## src/hw/rtl/wbcc_pkg.sv

```systemverilog
// Shared types, constants and classification tables for the white balance classifier.
`timescale 1ns / 1ps
package wbcc_pkg;

  localparam int GAIN_FRAC_BITS = 8;
  localparam int PIX_W          = 8;
  localparam int GAIN_W         = 16;
  localparam int SUM_W          = 16;
  localparam int CNT_W          = 8;
  localparam int CLASS_W        = 4;
  localparam int NUM_W          = SUM_W + GAIN_FRAC_BITS;
  localparam int DIV_CNT_W      = $clog2(NUM_W);
  localparam int PROD_W         = PIX_W + GAIN_W;
  localparam int CFG_ADDR_W     = 1;
  localparam int CFG_DATA_W     = 8;
  localparam int S_TDATA_W      = 24;
  localparam int M_TDATA_W      = 32;

  localparam logic [GAIN_W-1:0] UNITY_GAIN = GAIN_W'(1 << GAIN_FRAC_BITS);
  localparam logic [GAIN_W-1:0] GAIN_MAX   = '1;

  localparam logic [CFG_ADDR_W-1:0] REG_SAMPLE_COUNT = 1'b0;
  localparam logic [CFG_ADDR_W-1:0] REG_TARGET_LEVEL = 1'b1;

  localparam logic [CNT_W-1:0] SAMPLE_COUNT_RST = 8'd20;
  localparam logic [PIX_W-1:0] TARGET_LEVEL_RST = 8'd255;

  localparam logic [CLASS_W-1:0] CLASS_NONE = 4'd8;

  typedef struct packed {
    logic load;
    logic div_step;
    logic commit;
    logic mul;
    logic out_load;
  } wbcc_cmd_t;

  typedef struct packed {
    logic finish;
  } wbcc_sts_t;

  typedef logic [PIX_W-1:0] thr_t [8][3];

  localparam thr_t DEF_THR = '{
    '{8'd85, 8'd100, 8'd70},  '{8'd120, 8'd70, 8'd70},
    '{8'd90, 8'd130, 8'd90},  '{8'd100, 8'd100, 8'd125},
    '{8'd80, 8'd65, 8'd110},  '{8'd55, 8'd100, 8'd100},
    '{8'd90, 8'd90, 8'd90},   '{8'd70, 8'd70, 8'd70}};

  localparam thr_t CAL_THR = '{
    '{8'd255, 8'd255, 8'd200}, '{8'd255, 8'd200, 8'd200},
    '{8'd210, 8'd255, 8'd210}, '{8'd200, 8'd200, 8'd255},
    '{8'd255, 8'd200, 8'd255}, '{8'd200, 8'd255, 8'd255},
    '{8'd240, 8'd240, 8'd240}, '{8'd50, 8'd50, 8'd50}};

  // bit0 red, bit1 green, bit2 blue: set means at least, clear means at most
  localparam logic [2:0] GE_MASK [8] = '{3'h3, 3'h1, 3'h2, 3'h4, 3'h5, 3'h6, 3'h7, 3'h0};

  function automatic logic [CLASS_W-1:0] classify(input logic [PIX_W-1:0] px [3],
                                                  input logic cal);
    logic [CLASS_W-1:0] res;
    logic               hit;
    logic [PIX_W-1:0]   thr;
    res = CLASS_NONE;
    for (int k = 7; k >= 0; k--) begin
      hit = 1'b1;
      for (int c = 0; c < 3; c++) begin
        thr = cal ? CAL_THR[k][c] : DEF_THR[k][c];
        if (GE_MASK[k][c] ? (px[c] < thr) : (px[c] > thr)) hit = 1'b0;
      end
      if (hit) res = CLASS_W'(k);
    end
    return res;
  endfunction

endpackage

```

## src/hw/rtl/wbcc_ctrl.sv

```systemverilog
// Controller state machine sequencing accept, gain division, correction and output.
`timescale 1ns / 1ps
module wbcc_ctrl import wbcc_pkg::*; (
  input  logic      clk_i,
  input  logic      rst_ni,
  input  logic      s_tvalid_i,
  output logic      s_tready_o,
  output logic      m_tvalid_o,
  input  logic      m_tready_i,
  input  wbcc_sts_t sts_i,
  output wbcc_cmd_t cmd_o
);

  typedef enum logic [1:0] {ST_IDLE, ST_DIV, ST_MUL, ST_CLS} state_e;

  state_e               state_q;
  logic [DIV_CNT_W-1:0] cnt_q;
  logic                 m_tvalid_q;
  logic                 m_tvalid_d;
  logic                 out_free;

  assign out_free   = !m_tvalid_q || m_tready_i;
  assign s_tready_o = (state_q == ST_IDLE);
  assign m_tvalid_o = m_tvalid_q;
  assign m_tvalid_d = ((state_q == ST_CLS) && out_free) ? 1'b1 :
                      (m_tready_i ? 1'b0 : m_tvalid_q);

  always_comb begin
    cmd_o          = '0;
    cmd_o.load     = (state_q == ST_IDLE) && s_tvalid_i;
    cmd_o.div_step = (state_q == ST_DIV);
    cmd_o.commit   = (state_q == ST_DIV) && (cnt_q == '0);
    cmd_o.mul      = (state_q == ST_MUL);
    cmd_o.out_load = (state_q == ST_CLS) && out_free;
  end

  always_ff @(posedge clk_i or negedge rst_ni) begin
    if (!rst_ni) begin
      state_q    <= ST_IDLE;
      cnt_q      <= '0;
      m_tvalid_q <= 1'b0;
    end else begin
      m_tvalid_q <= m_tvalid_d;
      case (state_q)
        ST_IDLE: begin
          if (s_tvalid_i) begin
            if (sts_i.finish) begin
              state_q <= ST_DIV;
              cnt_q   <= DIV_CNT_W'(NUM_W - 1);
            end else begin
              state_q <= ST_MUL;
            end
          end
        end
        ST_DIV: begin
          cnt_q <= cnt_q - 1'b1;
          if (cnt_q == '0) state_q <= ST_MUL;
        end
        ST_MUL: state_q <= ST_CLS;
        ST_CLS: begin
          if (out_free) begin
            state_q <= ST_IDLE;
          end
        end
        default: state_q <= ST_IDLE;
      endcase
    end
  end

endmodule

```

## src/hw/rtl/wbcc_dp.sv

```systemverilog
// Datapath: calibration sums, serial gain dividers, gain multipliers and classifier.
`timescale 1ns / 1ps
module wbcc_dp import wbcc_pkg::*; (
  input  logic                  clk_i,
  input  logic                  rst_ni,
  input  logic                  cfg_we_i,
  input  logic [CFG_ADDR_W-1:0] cfg_addr_i,
  input  logic [CFG_DATA_W-1:0] cfg_wdata_i,
  input  logic [S_TDATA_W-1:0]  s_data_i,
  input  logic                  start_i,
  input  logic                  restore_i,
  input  wbcc_cmd_t             cmd_i,
  output wbcc_sts_t             sts_o,
  output logic [M_TDATA_W-1:0]  m_data_o,
  output logic                  done_o,
  output logic                  mode_o
);

  logic [CNT_W-1:0]  sample_count_q;
  logic [PIX_W-1:0]  target_level_q;
  logic [SUM_W-1:0]  sums_q [3];
  logic [CNT_W-1:0]  taken_q;
  logic              calibrating_q;
  logic              calibrated_q;
  logic [GAIN_W-1:0] gains_q [3];
  logic [PIX_W-1:0]  raw_q [3];
  logic              restore_q;
  logic              done_q;
  logic [SUM_W-1:0]  div_q [3];
  logic [NUM_W-1:0]  quo_q [3];
  logic [SUM_W:0]    rem_q [3];
  logic [PIX_W-1:0]  px_q [3];
  logic [M_TDATA_W-1:0] out_data_q;
  logic              out_done_q;
  logic              out_mode_q;

  logic              start_eff;
  logic              cal_eff;
  logic [CNT_W-1:0]  taken_eff;
  logic              finish;
  logic [PIX_W-1:0]  raw [3];
  logic [NUM_W-1:0]  numer;

  assign raw[0] = s_data_i[7:0];
  assign raw[1] = s_data_i[15:8];
  assign raw[2] = s_data_i[23:16];

  assign start_eff = !calibrating_q && start_i;
  assign cal_eff   = calibrating_q || start_i;
  assign taken_eff = start_eff ? '0 : taken_q;
  assign finish    = cal_eff && (taken_eff >= sample_count_q);
  assign sts_o.finish = finish;
  assign numer     = NUM_W'({(NUM_W-GAIN_FRAC_BITS)'(target_level_q) *
                             (NUM_W-GAIN_FRAC_BITS)'(taken_eff), GAIN_FRAC_BITS'(0)});

  always_ff @(posedge clk_i or negedge rst_ni) begin
    if (!rst_ni) begin
      sample_count_q <= SAMPLE_COUNT_RST;
      target_level_q <= TARGET_LEVEL_RST;
      taken_q        <= '0;
      calibrating_q  <= 1'b0;
      calibrated_q   <= 1'b0;
      for (int c = 0; c < 3; c++) begin
        sums_q[c]  <= '0;
        gains_q[c] <= UNITY_GAIN;
      end
    end else begin
      if (cfg_we_i) begin
        case (cfg_addr_i)
          REG_SAMPLE_COUNT: sample_count_q <= cfg_wdata_i;
          REG_TARGET_LEVEL: target_level_q <= cfg_wdata_i;
          default: ;
        endcase
      end
      if (cmd_i.load) begin
        if (finish) begin
          taken_q       <= '0;
          calibrating_q <= 1'b0;
          for (int c = 0; c < 3; c++) sums_q[c] <= '0;
        end else if (cal_eff) begin
          calibrating_q <= 1'b1;
          taken_q       <= taken_eff + 1'b1;
          for (int c = 0; c < 3; c++) begin
            logic [SUM_W:0] s;
            s = (start_eff ? {(SUM_W+1){1'b0}} : {1'b0, sums_q[c]}) + (SUM_W+1)'(raw[c]);
            sums_q[c] <= s[SUM_W] ? '1 : s[SUM_W-1:0];
          end
        end
        if (restore_i && !finish) begin
          calibrated_q <= 1'b0;
          for (int c = 0; c < 3; c++) gains_q[c] <= UNITY_GAIN;
        end
      end
      if (cmd_i.commit) begin
        calibrated_q <= !restore_q;
        for (int c = 0; c < 3; c++) begin
          logic [NUM_W-1:0] q;
          q = {quo_q[c][NUM_W-2:0], 1'b0};
          if ({rem_q[c][SUM_W-1:0], quo_q[c][NUM_W-1]} >= {1'b0, div_q[c]}) q[0] = 1'b1;
          if (restore_q) gains_q[c] <= UNITY_GAIN;
          else gains_q[c] <= (|q[NUM_W-1:GAIN_W]) ? GAIN_MAX : q[GAIN_W-1:0];
        end
      end
    end
  end

  always_ff @(posedge clk_i) begin
    if (cmd_i.load) begin
      restore_q <= restore_i;
      done_q    <= finish;
      for (int c = 0; c < 3; c++) begin
        raw_q[c] <= raw[c];
        div_q[c] <= start_eff ? '0 : sums_q[c];
        quo_q[c] <= numer;
        rem_q[c] <= '0;
      end
    end
    if (cmd_i.div_step) begin
      for (int c = 0; c < 3; c++) begin
        logic [SUM_W:0] r;
        r = {rem_q[c][SUM_W-1:0], quo_q[c][NUM_W-1]};
        if (r >= {1'b0, div_q[c]}) begin
          rem_q[c] <= r - {1'b0, div_q[c]};
          quo_q[c] <= {quo_q[c][NUM_W-2:0], 1'b1};
        end else begin
          rem_q[c] <= r;
          quo_q[c] <= {quo_q[c][NUM_W-2:0], 1'b0};
        end
      end
    end
    if (cmd_i.mul) begin
      for (int c = 0; c < 3; c++) begin
        logic [PROD_W-1:0] p;
        p = PROD_W'(raw_q[c]) * PROD_W'(gains_q[c]);
        px_q[c] <= (|p[PROD_W-1:GAIN_FRAC_BITS+PIX_W]) ? '1 : p[GAIN_FRAC_BITS +: PIX_W];
      end
    end
    if (cmd_i.out_load) begin
      out_data_q <= {(M_TDATA_W-3*PIX_W-CLASS_W)'(0), classify(px_q, calibrated_q),
                     px_q[2], px_q[1], px_q[0]};
      out_done_q <= done_q;
      out_mode_q <= calibrated_q;
    end
  end

  assign m_data_o = out_data_q;
  assign done_o   = out_done_q;
  assign mode_o   = out_mode_q;

endmodule

```

## src/hw/rtl/white_balance_color_classifier.sv

```systemverilog
// Top level of the gray-world white balance and color classifier.
`timescale 1ns / 1ps
// Usage:
//   Slave stream carries one raw RGB sample per transaction, tuser holds the
//   start-calibration and restore-default flags. Master stream returns one
//   corrected pixel with its color class per transaction; tuser holds the
//   calibration-done and calibrated-mode flags.
//   sample_count and target_level are written through cfg_we_i/cfg_addr_i; the user
//   must write them only while the block is idle, which the block does not enforce.
//   An ordinary sample passes through the accept, multiply and classify states
//   before output valid. A sample that finishes a calibration first runs three
//   restoring dividers in parallel, one quotient bit per cycle, before the
//   multiply state.
//   The controller handles one sample at a time and takes no new sample
//   until it is back in idle.
//   s_axis_tready is high whenever the controller is idle; a finished result
//   sits in the output register, so the next sample is taken while the
//   receiver stalls, and that sample then waits before output until the
//   register frees.
//   Reset restores unity gains, clears calibration state, loads the
//   register defaults (20 samples, level 255) and empties the output.
module white_balance_color_classifier import wbcc_pkg::*; (
  input  logic                  clk_i,
  input  logic                  rst_ni,
  input  logic                  cfg_we_i,
  input  logic [CFG_ADDR_W-1:0] cfg_addr_i,
  input  logic [CFG_DATA_W-1:0] cfg_wdata_i,
  input  logic                  s_axis_tvalid,
  output logic                  s_axis_tready,
  input  logic [S_TDATA_W-1:0]  s_axis_tdata,  // red_in, green_in, blue_in
  input  logic [1:0]            s_axis_tuser,  // start_calibration, restore_default
  output logic                  m_axis_tvalid,
  input  logic                  m_axis_tready,
  // red_out, green_out, blue_out, color_class, zero pad
  output logic [M_TDATA_W-1:0]  m_axis_tdata,
  output logic [1:0]            m_axis_tuser   // calibration_done, calibrated_mode
);

  wbcc_cmd_t cmd;
  wbcc_sts_t sts;

  wbcc_ctrl u_ctrl (
    .clk_i      (clk_i),
    .rst_ni     (rst_ni),
    .s_tvalid_i (s_axis_tvalid),
    .s_tready_o (s_axis_tready),
    .m_tvalid_o (m_axis_tvalid),
    .m_tready_i (m_axis_tready),
    .sts_i      (sts),
    .cmd_o      (cmd)
  );

  wbcc_dp u_dp (
    .clk_i       (clk_i),
    .rst_ni      (rst_ni),
    .cfg_we_i    (cfg_we_i),
    .cfg_addr_i  (cfg_addr_i),
    .cfg_wdata_i (cfg_wdata_i),
    .s_data_i    (s_axis_tdata),
    .start_i     (s_axis_tuser[0]),
    .restore_i   (s_axis_tuser[1]),
    .cmd_i       (cmd),
    .sts_o       (sts),
    .m_data_o    (m_axis_tdata),
    .done_o      (m_axis_tuser[0]),
    .mode_o      (m_axis_tuser[1])
  );

endmodule

```

## config.mk

```make
export PLATFORM = sky130hd
export DESIGN_NAME = white_balance_color_classifier
export DESIGN_NICKNAME = d
export VERILOG_FILES = /design/src/hw/rtl/wbcc_pkg.sv /design/src/hw/rtl/wbcc_ctrl.sv /design/src/hw/rtl/wbcc_dp.sv /design/src/hw/rtl/white_balance_color_classifier.sv
export SDC_FILE = /design/constraint.sdc
export NUM_CORES = 2
export LEC_CHECK = 0
export BUFFER_PORTS_ARGS = -buffer_cell sky130_fd_sc_hd__buf_4
export CORE_UTILIZATION = 59
export CTS_CLUSTER_SIZE = 8
export DETAILED_ROUTE_END_ITERATION = 8
export PLACE_DENSITY = 0.83
export SETUP_SLACK_MARGIN = 0.5
export SLEW_MARGIN = 20
export SYNTH_ARGS = -nofsm -noshare
export SYNTH_HDL_FRONTEND = slang
export SYNTH_SLANG_ARGS = --single-unit
```

## constraint.sdc

```tcl
create_clock -name clk_i -period 5.65 [get_ports clk_i]
set_input_delay 0.565 -clock clk_i [delete_from_list [all_inputs] [get_ports clk_i]]
set_output_delay 0.565 -clock clk_i [all_outputs]
set_load 0.005 [all_outputs]
```

Yosys cells after proc, flatten, opt, wreduce, memory -nomap -nowiden --
Memory sizes are Yosys's and may differ from the RTL's. Index checks and enable logic that the tools add are counted.
Operators by class: add/subtract/negate cells 8, eq/ne operators 7, bitwise operators 13, multiplexer cells 123, reduce and logical (&&, ||, !) cells 34, $lt $le $gt $ge 26, multipliers 4
Operators by type and width (number):
- $mux W16 | 15
- $mux W48 | 5
- $mux W24 | 6
- $mux W8 | 15
- $mux W17 | 6
- $gt A8 B8 Y1 | 11
- $lt A8 B8 Y1 | 11
- $mul A8 B16 Y24 | 3
- $mux W1 | 60
- $add A17 B8 Y17 | 3
- $ge A17 B16 Y1 | 3
- $sub A17 B16 Y17 | 3
- $reduce_or A8 Y1 | 6
- $mul A8 B8 Y16 | 1
- $mux W7 | 2
- $mux W2 | 6
- $or A1 B1 Y1 | 12
- $mux W5 | 2
- $pmux W5 S2 | 1
- $reduce_bool A2 Y1 | 5
- $mux W3 | 3
- $add A8 B1 Y8 const B | 1
- $ge A8 B8 Y1 | 1
- $pmux W2 S4 | 1
- other kinds (17) | 33
Word-level totals: memories kept 4, register bits after elaboration 186, RAM bits 195, bits of input ports 40, logic and storage cells 245
Memory list:
- u_dp.quo_q | words 3, bits a word 24, read ports 3, clocked after Yosys merged registers in 0, write ports 3, line wbcc_dp.sv:30 | logic [NUM_W-1:0] quo_q [3];
- u_dp.rem_q | words 3, bits a word 17, read ports 3, clocked after Yosys merged registers in 0, write ports 3, line wbcc_dp.sv:31 | logic [SUM_W:0] rem_q [3];
- u_dp.div_q | words 3, bits a word 16, read ports 3, clocked after Yosys merged registers in 0, write ports 3, line wbcc_dp.sv:29 | logic [SUM_W-1:0] div_q [3];
- u_dp.raw_q | words 3, bits a word 8, read ports 3, clocked after Yosys merged registers in 0, write ports 3, line wbcc_dp.sv:26 | logic [PIX_W-1:0] raw_q [3];

Logic depth before layout (Yosys ltp) --
word-level depth 13, mapped depth 22

By module --
A second synthesis with hierarchy kept.
Unflattened totals: cell total of the unflattened synthesis 3509, area total of the unflattened synthesis 33701.1 um^2
Modules (own cells, without submodules):
- wbcc_dp | times used 1, sequential area each 10506.3 um^2, cells an instance 3444, area an instance 33083.0 um^2
- wbcc_ctrl | times used 1, sequential area each 200.2 um^2, cells an instance 65, area an instance 618.1 um^2

Worst setup path after synthesis --
OpenSTA, ideal clock, no wires.
path type in2reg, start input port s_axis_tuser[0], end memory u_dp.quo_q[0][23] (netlist name), data pin, arrival time 5.316 ns, path buffers 3, stages 20, data required time 5.390 ns, setup slack 0.074 ns, setup time 0.260 ns, cells stage by stage nand2b_1 clkbuf_1 clkbuf_1 clkbuf_1 and3_1 fa_1 fa_1 inv_1 fa_1 fa_1 inv_1 ha_1 a21oi_1 o21bai_1 a21oi_1 o21bai_1 a41o_1 o41a_1 xnor2_1 mux2_2
RTL lines:
- start, declared | line white_balance_color_classifier.sv:31 | input logic [1:0] s_axis_tuser,
- end, declared | line wbcc_dp.sv:30

==> summary.txt <==
Pwr
  – Power per cell area: 458 nW/µm²
  – P_leak: between 15 and 20 nW
  – Final Power: 0.0176 W
  – Max rail drop VDD: 333 µV

STA
  – Final setup violation count: 0
  – Count of final max-slew check failures: 0
  – Unrepaired setup endpoints after global routing: yes
  – Final period utilization: 0.939
  – Worst setup skew after layout: 65.5 ps
  – Final count of hold timing violations: 0
  – Max-Slew Margin vs Limit: 0.259
  – Worst-margin pin slew: 1110 ps
  – Min cycle time layout: 5310 ps
  – Highest Clock Rate: 188 MHz

Floorplanning
  – DIE AREA: 57800 µm²
  – Die width: 240 µm
  – Vertical extent of the die: 240 µm
  – Top-level port count: 76
  – Row count: 87
  – Area of the core: 56300 µm²
  – Initial Utilization: 0.596

Cells and area
  – Share of layout cells above drive strength 1: 0.143
  – Area occupied by multi-input gates: 21700 µm²
  – Share of the core filled with cells: 0.682
  – Nets: 4206
  – Area taken by flip-flops and latches: 10700 µm²
  – Area grow syn2layout: 14.5%
  – Number of antenna repair diodes: 0
  – Number of filler cells placed in the layout: 3977

Global route
  – Wire length of the first global-routing pass: around 130000 µm
  – Number of antenna violations at the first check in global routing: 0
  – Overall overflow remaining after global route: 0
  – Total routing resource utilization after global routing: 0.286
  – Via count of the first global-routing pass: 25871
  – Pin count of the biggest net entering global routing: 79

Synth
  – Register bit count reported by yosys: 378
  – Compound-gate portion of the synthesized area: 0.120
  – Primary FF master, synth: sky130_fd_sc_hd__edfxtp_1
  – Post-synth ARST share: 0.344
  – Proportion of netlist area held by the largest area contributor: 0.221
  – Cell variety after synth: 84
  – Top-count cell post-synth: sky130_fd_sc_hd__inv_1
  – Cell count after synthesis: approximately 3400
  – Share of synthesized cell area in full adder, half adder and majority cells: 0.280
  – Average instance area after synthesis: 9.78 µm²
  – Mapped Area: 33500 µm²
  – Fraction of the yosys area taken by sequential cells: 0.319
  – Dominant combinational cell family by area after synthesis: adder cells
  – Top area cells in the synthesized netlist: sky130_fd_sc_hd__edfxtp_1 22%, sky130_fd_sc_hd__fa_1 17%, sky130_fd_sc_hd__ha_1 11%
  – Leading post-synthesis cells by instance count: 398 x sky130_fd_sc_hd__inv_1, 358 x sky130_fd_sc_hd__nand2_1, 320 x sky130_fd_sc_hd__and2_1
  – Synth area leader: sky130_fd_sc_hd__edfxtp_1
  – Count of flip-flops with a built-in enable after synthesis: 247
  – Xor-xnor portion of the synthesized cell area: 0.0243
  – Simple-Gate Fraction of Synth Area: 0.179
  – Yosys Warn Count: 0
  – Fraction of synthesized area in multiplexers: 0.0170

Clocking
  – Clock Path Buffers: 3
  – Deepest level of the CTS H-tree: 2
  – Worst-Skew Late Latency: 640 ps
  – Number of buffers created by CTS: 54
  – Master cell of the clock root buffer: sky130_fd_sc_hd__clkbuf_16
  – Number of clock sinks: 378
  – TritonCTS clock tree: done
  – Clock slew seen by the registers of the worst setup and hold paths: 50 ps

Critical path
  – Critical path data arrival time: 5680 ps
  – Category of the worst setup path capture point: flip-flop
  – Crit path launch type: flip-flop
  – Worst EP required: approximately 6000 ps
  – Reg2reg path depth: 19
  – Setup slack of the most critical reg-to-reg path: 340 ps
  – Endpoint of the worst register-to-register path: u_dp.px_q[21]
  – Critical path startpoint: u_dp.raw_q[0][4]
  – Capturing element of the worst setup path: u_dp.px_q[21]
  – Launch instance of the worst register-to-register path: u_dp.raw_q[0][4]
  – Crit Path Max Fanout: 8
  – Critical Setup Path Class: reg2reg

Drt
  – Number of violations reported at the end of detailed-routing iteration 0: 2063
  – Routed len/inst: 18.8 µm
  – Total Routed Length: 82400 µm
  – Antenna viol nets, final: 0
  – Number of optimization iterations in the first detailed-route pass: 8
  – Remaining design rule violation count: 0
  – Post-DR vias/cell: 5.89
  – Routed vias: approximately 26000

Outcome
  – Run status: finished clean

Flow run
  – Max-cap check violation count: 0

Hold path
  – Hold/Removal Path Class: in2reg

Place
  – Final RePlAce weighted congestion: 0.925
  – Total of buffers placed on input and output ports: ~70
  – DPL Wire Length: 56400 µm
[layout by cell type, fill, tap and decap left out, types with 30 or more instances in the layout]
cell type                   synthesis  final
sky130_fd_sc_hd__a21o_1            61     60
sky130_fd_sc_hd__a21oi_1          134    122
sky130_fd_sc_hd__and2_1           320    301
sky130_fd_sc_hd__and3_1            69     66
sky130_fd_sc_hd__buf_4              6    189
sky130_fd_sc_hd__buf_6              0     30
sky130_fd_sc_hd__clkbuf_1         110     40
sky130_fd_sc_hd__clkbuf_16          0     56
sky130_fd_sc_hd__dfrtp_1          117    106
sky130_fd_sc_hd__edfxtp_1         247    247
sky130_fd_sc_hd__fa_1             291    268
sky130_fd_sc_hd__ha_1             286    253
sky130_fd_sc_hd__inv_1            398    388
sky130_fd_sc_hd__mux2i_1           40     38
sky130_fd_sc_hd__nand2_1          358    334
sky130_fd_sc_hd__nand3_1           38     36
sky130_fd_sc_hd__nor2_1           218    214
sky130_fd_sc_hd__nor2b_1           30     30
sky130_fd_sc_hd__nor3_1            45     44
sky130_fd_sc_hd__o21ai_0          141    136
sky130_fd_sc_hd__o2bb2ai_1         50     50
sky130_fd_sc_hd__xnor2_1           60     57
sky130_fd_sc_hd__xor2_1            33     33
[worst max-delay path: stages (launching register included)]
cell,delay [ps]
sky130_fd_sc_hd__edfxtp_1,470
sky130_fd_sc_hd__buf_4,190
sky130_fd_sc_hd__and2_4,140
sky130_fd_sc_hd__fa_2,390
sky130_fd_sc_hd__fa_1,550
sky130_fd_sc_hd__inv_1,60
sky130_fd_sc_hd__fa_1,510
sky130_fd_sc_hd__fa_1,550
sky130_fd_sc_hd__inv_1,60
sky130_fd_sc_hd__ha_4,250
sky130_fd_sc_hd__a21oi_2,120
sky130_fd_sc_hd__nand2_1,80
sky130_fd_sc_hd__a41o_1,280
sky130_fd_sc_hd__a211o_1,340
sky130_fd_sc_hd__a31oi_4,260
sky130_fd_sc_hd__a21oi_2,100
sky130_fd_sc_hd__mux2i_2,180
sky130_fd_sc_hd__nor4_4,280
sky130_fd_sc_hd__buf_6,180
sky130_fd_sc_hd__o21ai_2,60
[kinds of logic (layout without fill, tap and decap cells)]
kind of cell	count (synthesis)	count (layout)
fa+ha+maj	577	577
other cells	1	4
buf+inv	523	724
simple gates	1192	1193
compound gates	610	610
flops	378	378
xor+xnor	93	93
mux	55	55
[state kept, by name, indices dropped and copies added, names as in the netlist, 2 cells and up]
register,flops
u_ctrl.cnt_q,5
u_ctrl.state_q,2
u_dp.div_q,48
u_dp.gains_q,48
u_dp.m_data_o,28
u_dp.px_q,24
u_dp.quo_q,72
u_dp.raw_q,24
u_dp.rem_q,48
u_dp.sample_count_q,8
u_dp.sums_q,48
u_dp.taken_q,8
u_dp.target_level_q,8
[worst min-delay path by stage]
stage	from	endpoint	slack (ps)	depth (start not counted)
finish	cfg_wdata_i[5]	u_dp.sample_count_q[5]	180	3
global route	s_axis_tdata[18]	u_dp.raw_q[0][18]	170	1
CTS	cfg_wdata_i[5]	u_dp.sample_count_q[5]	160	3
detailed placement	u_dp.done_q	u_dp.done_o	410	0
global placement	u_dp.done_q	u_dp.done_o	400	0
floorplan	rst_ni	u_ctrl.cnt_q[0]	270	0
[cell type report]
cell class,count,share of cell area
multi-input cells,2532,0.566
clock buffers,96,0.0398
clock inverters,5,0.00306
repair buffers,225,0.0481
flip-flops and latches,378,0.279
inverters,398,0.0390
well taps,756,0.0246
[routing by layer]
metal	vias up	GRT usage	routed length [µm]
li1	11950	-	-
met1	12685	0.379	33900
met2	1034	0.474	39700
met3	202	0.0436	5840
met4	0	0.107	2980
met5	-	0	0
[power by group]
part | switching (W) | leakage (nW) | internal, W
Clock | 0.00130 | 0.774 | 0.00187
Combinational | 0.00540 | 12.7 | 0.00396
Sequential | 0.000768 | 4.01 | 0.00429
[stage by stage]
stage	area (µm²)	cells	worst slack, ps	hold slack (ps)	TNS [ps]
finish	38400	4390	343	180	0
global route	38400	4390	156	168	0
CTS	37600	4359	404	159	0
detailed placement	34900	4171	-152	412	-756
global placement	34900	4171	123	404	0
floorplan	33700	3432	504	269	0
[repair_timing]
action / in CTS / in global routing
setup buffers: 84 / 28
hold buffers: 1 / 0
pin swaps: 73 / 90
hold endpoints to repair: 6 / 0
gates resized for setup: 104 / 113
gates cloned: 2 / 3
endpoints found under the setup margin: 27 / 34
No activity file was read; power rests on OpenSTA's default activity.
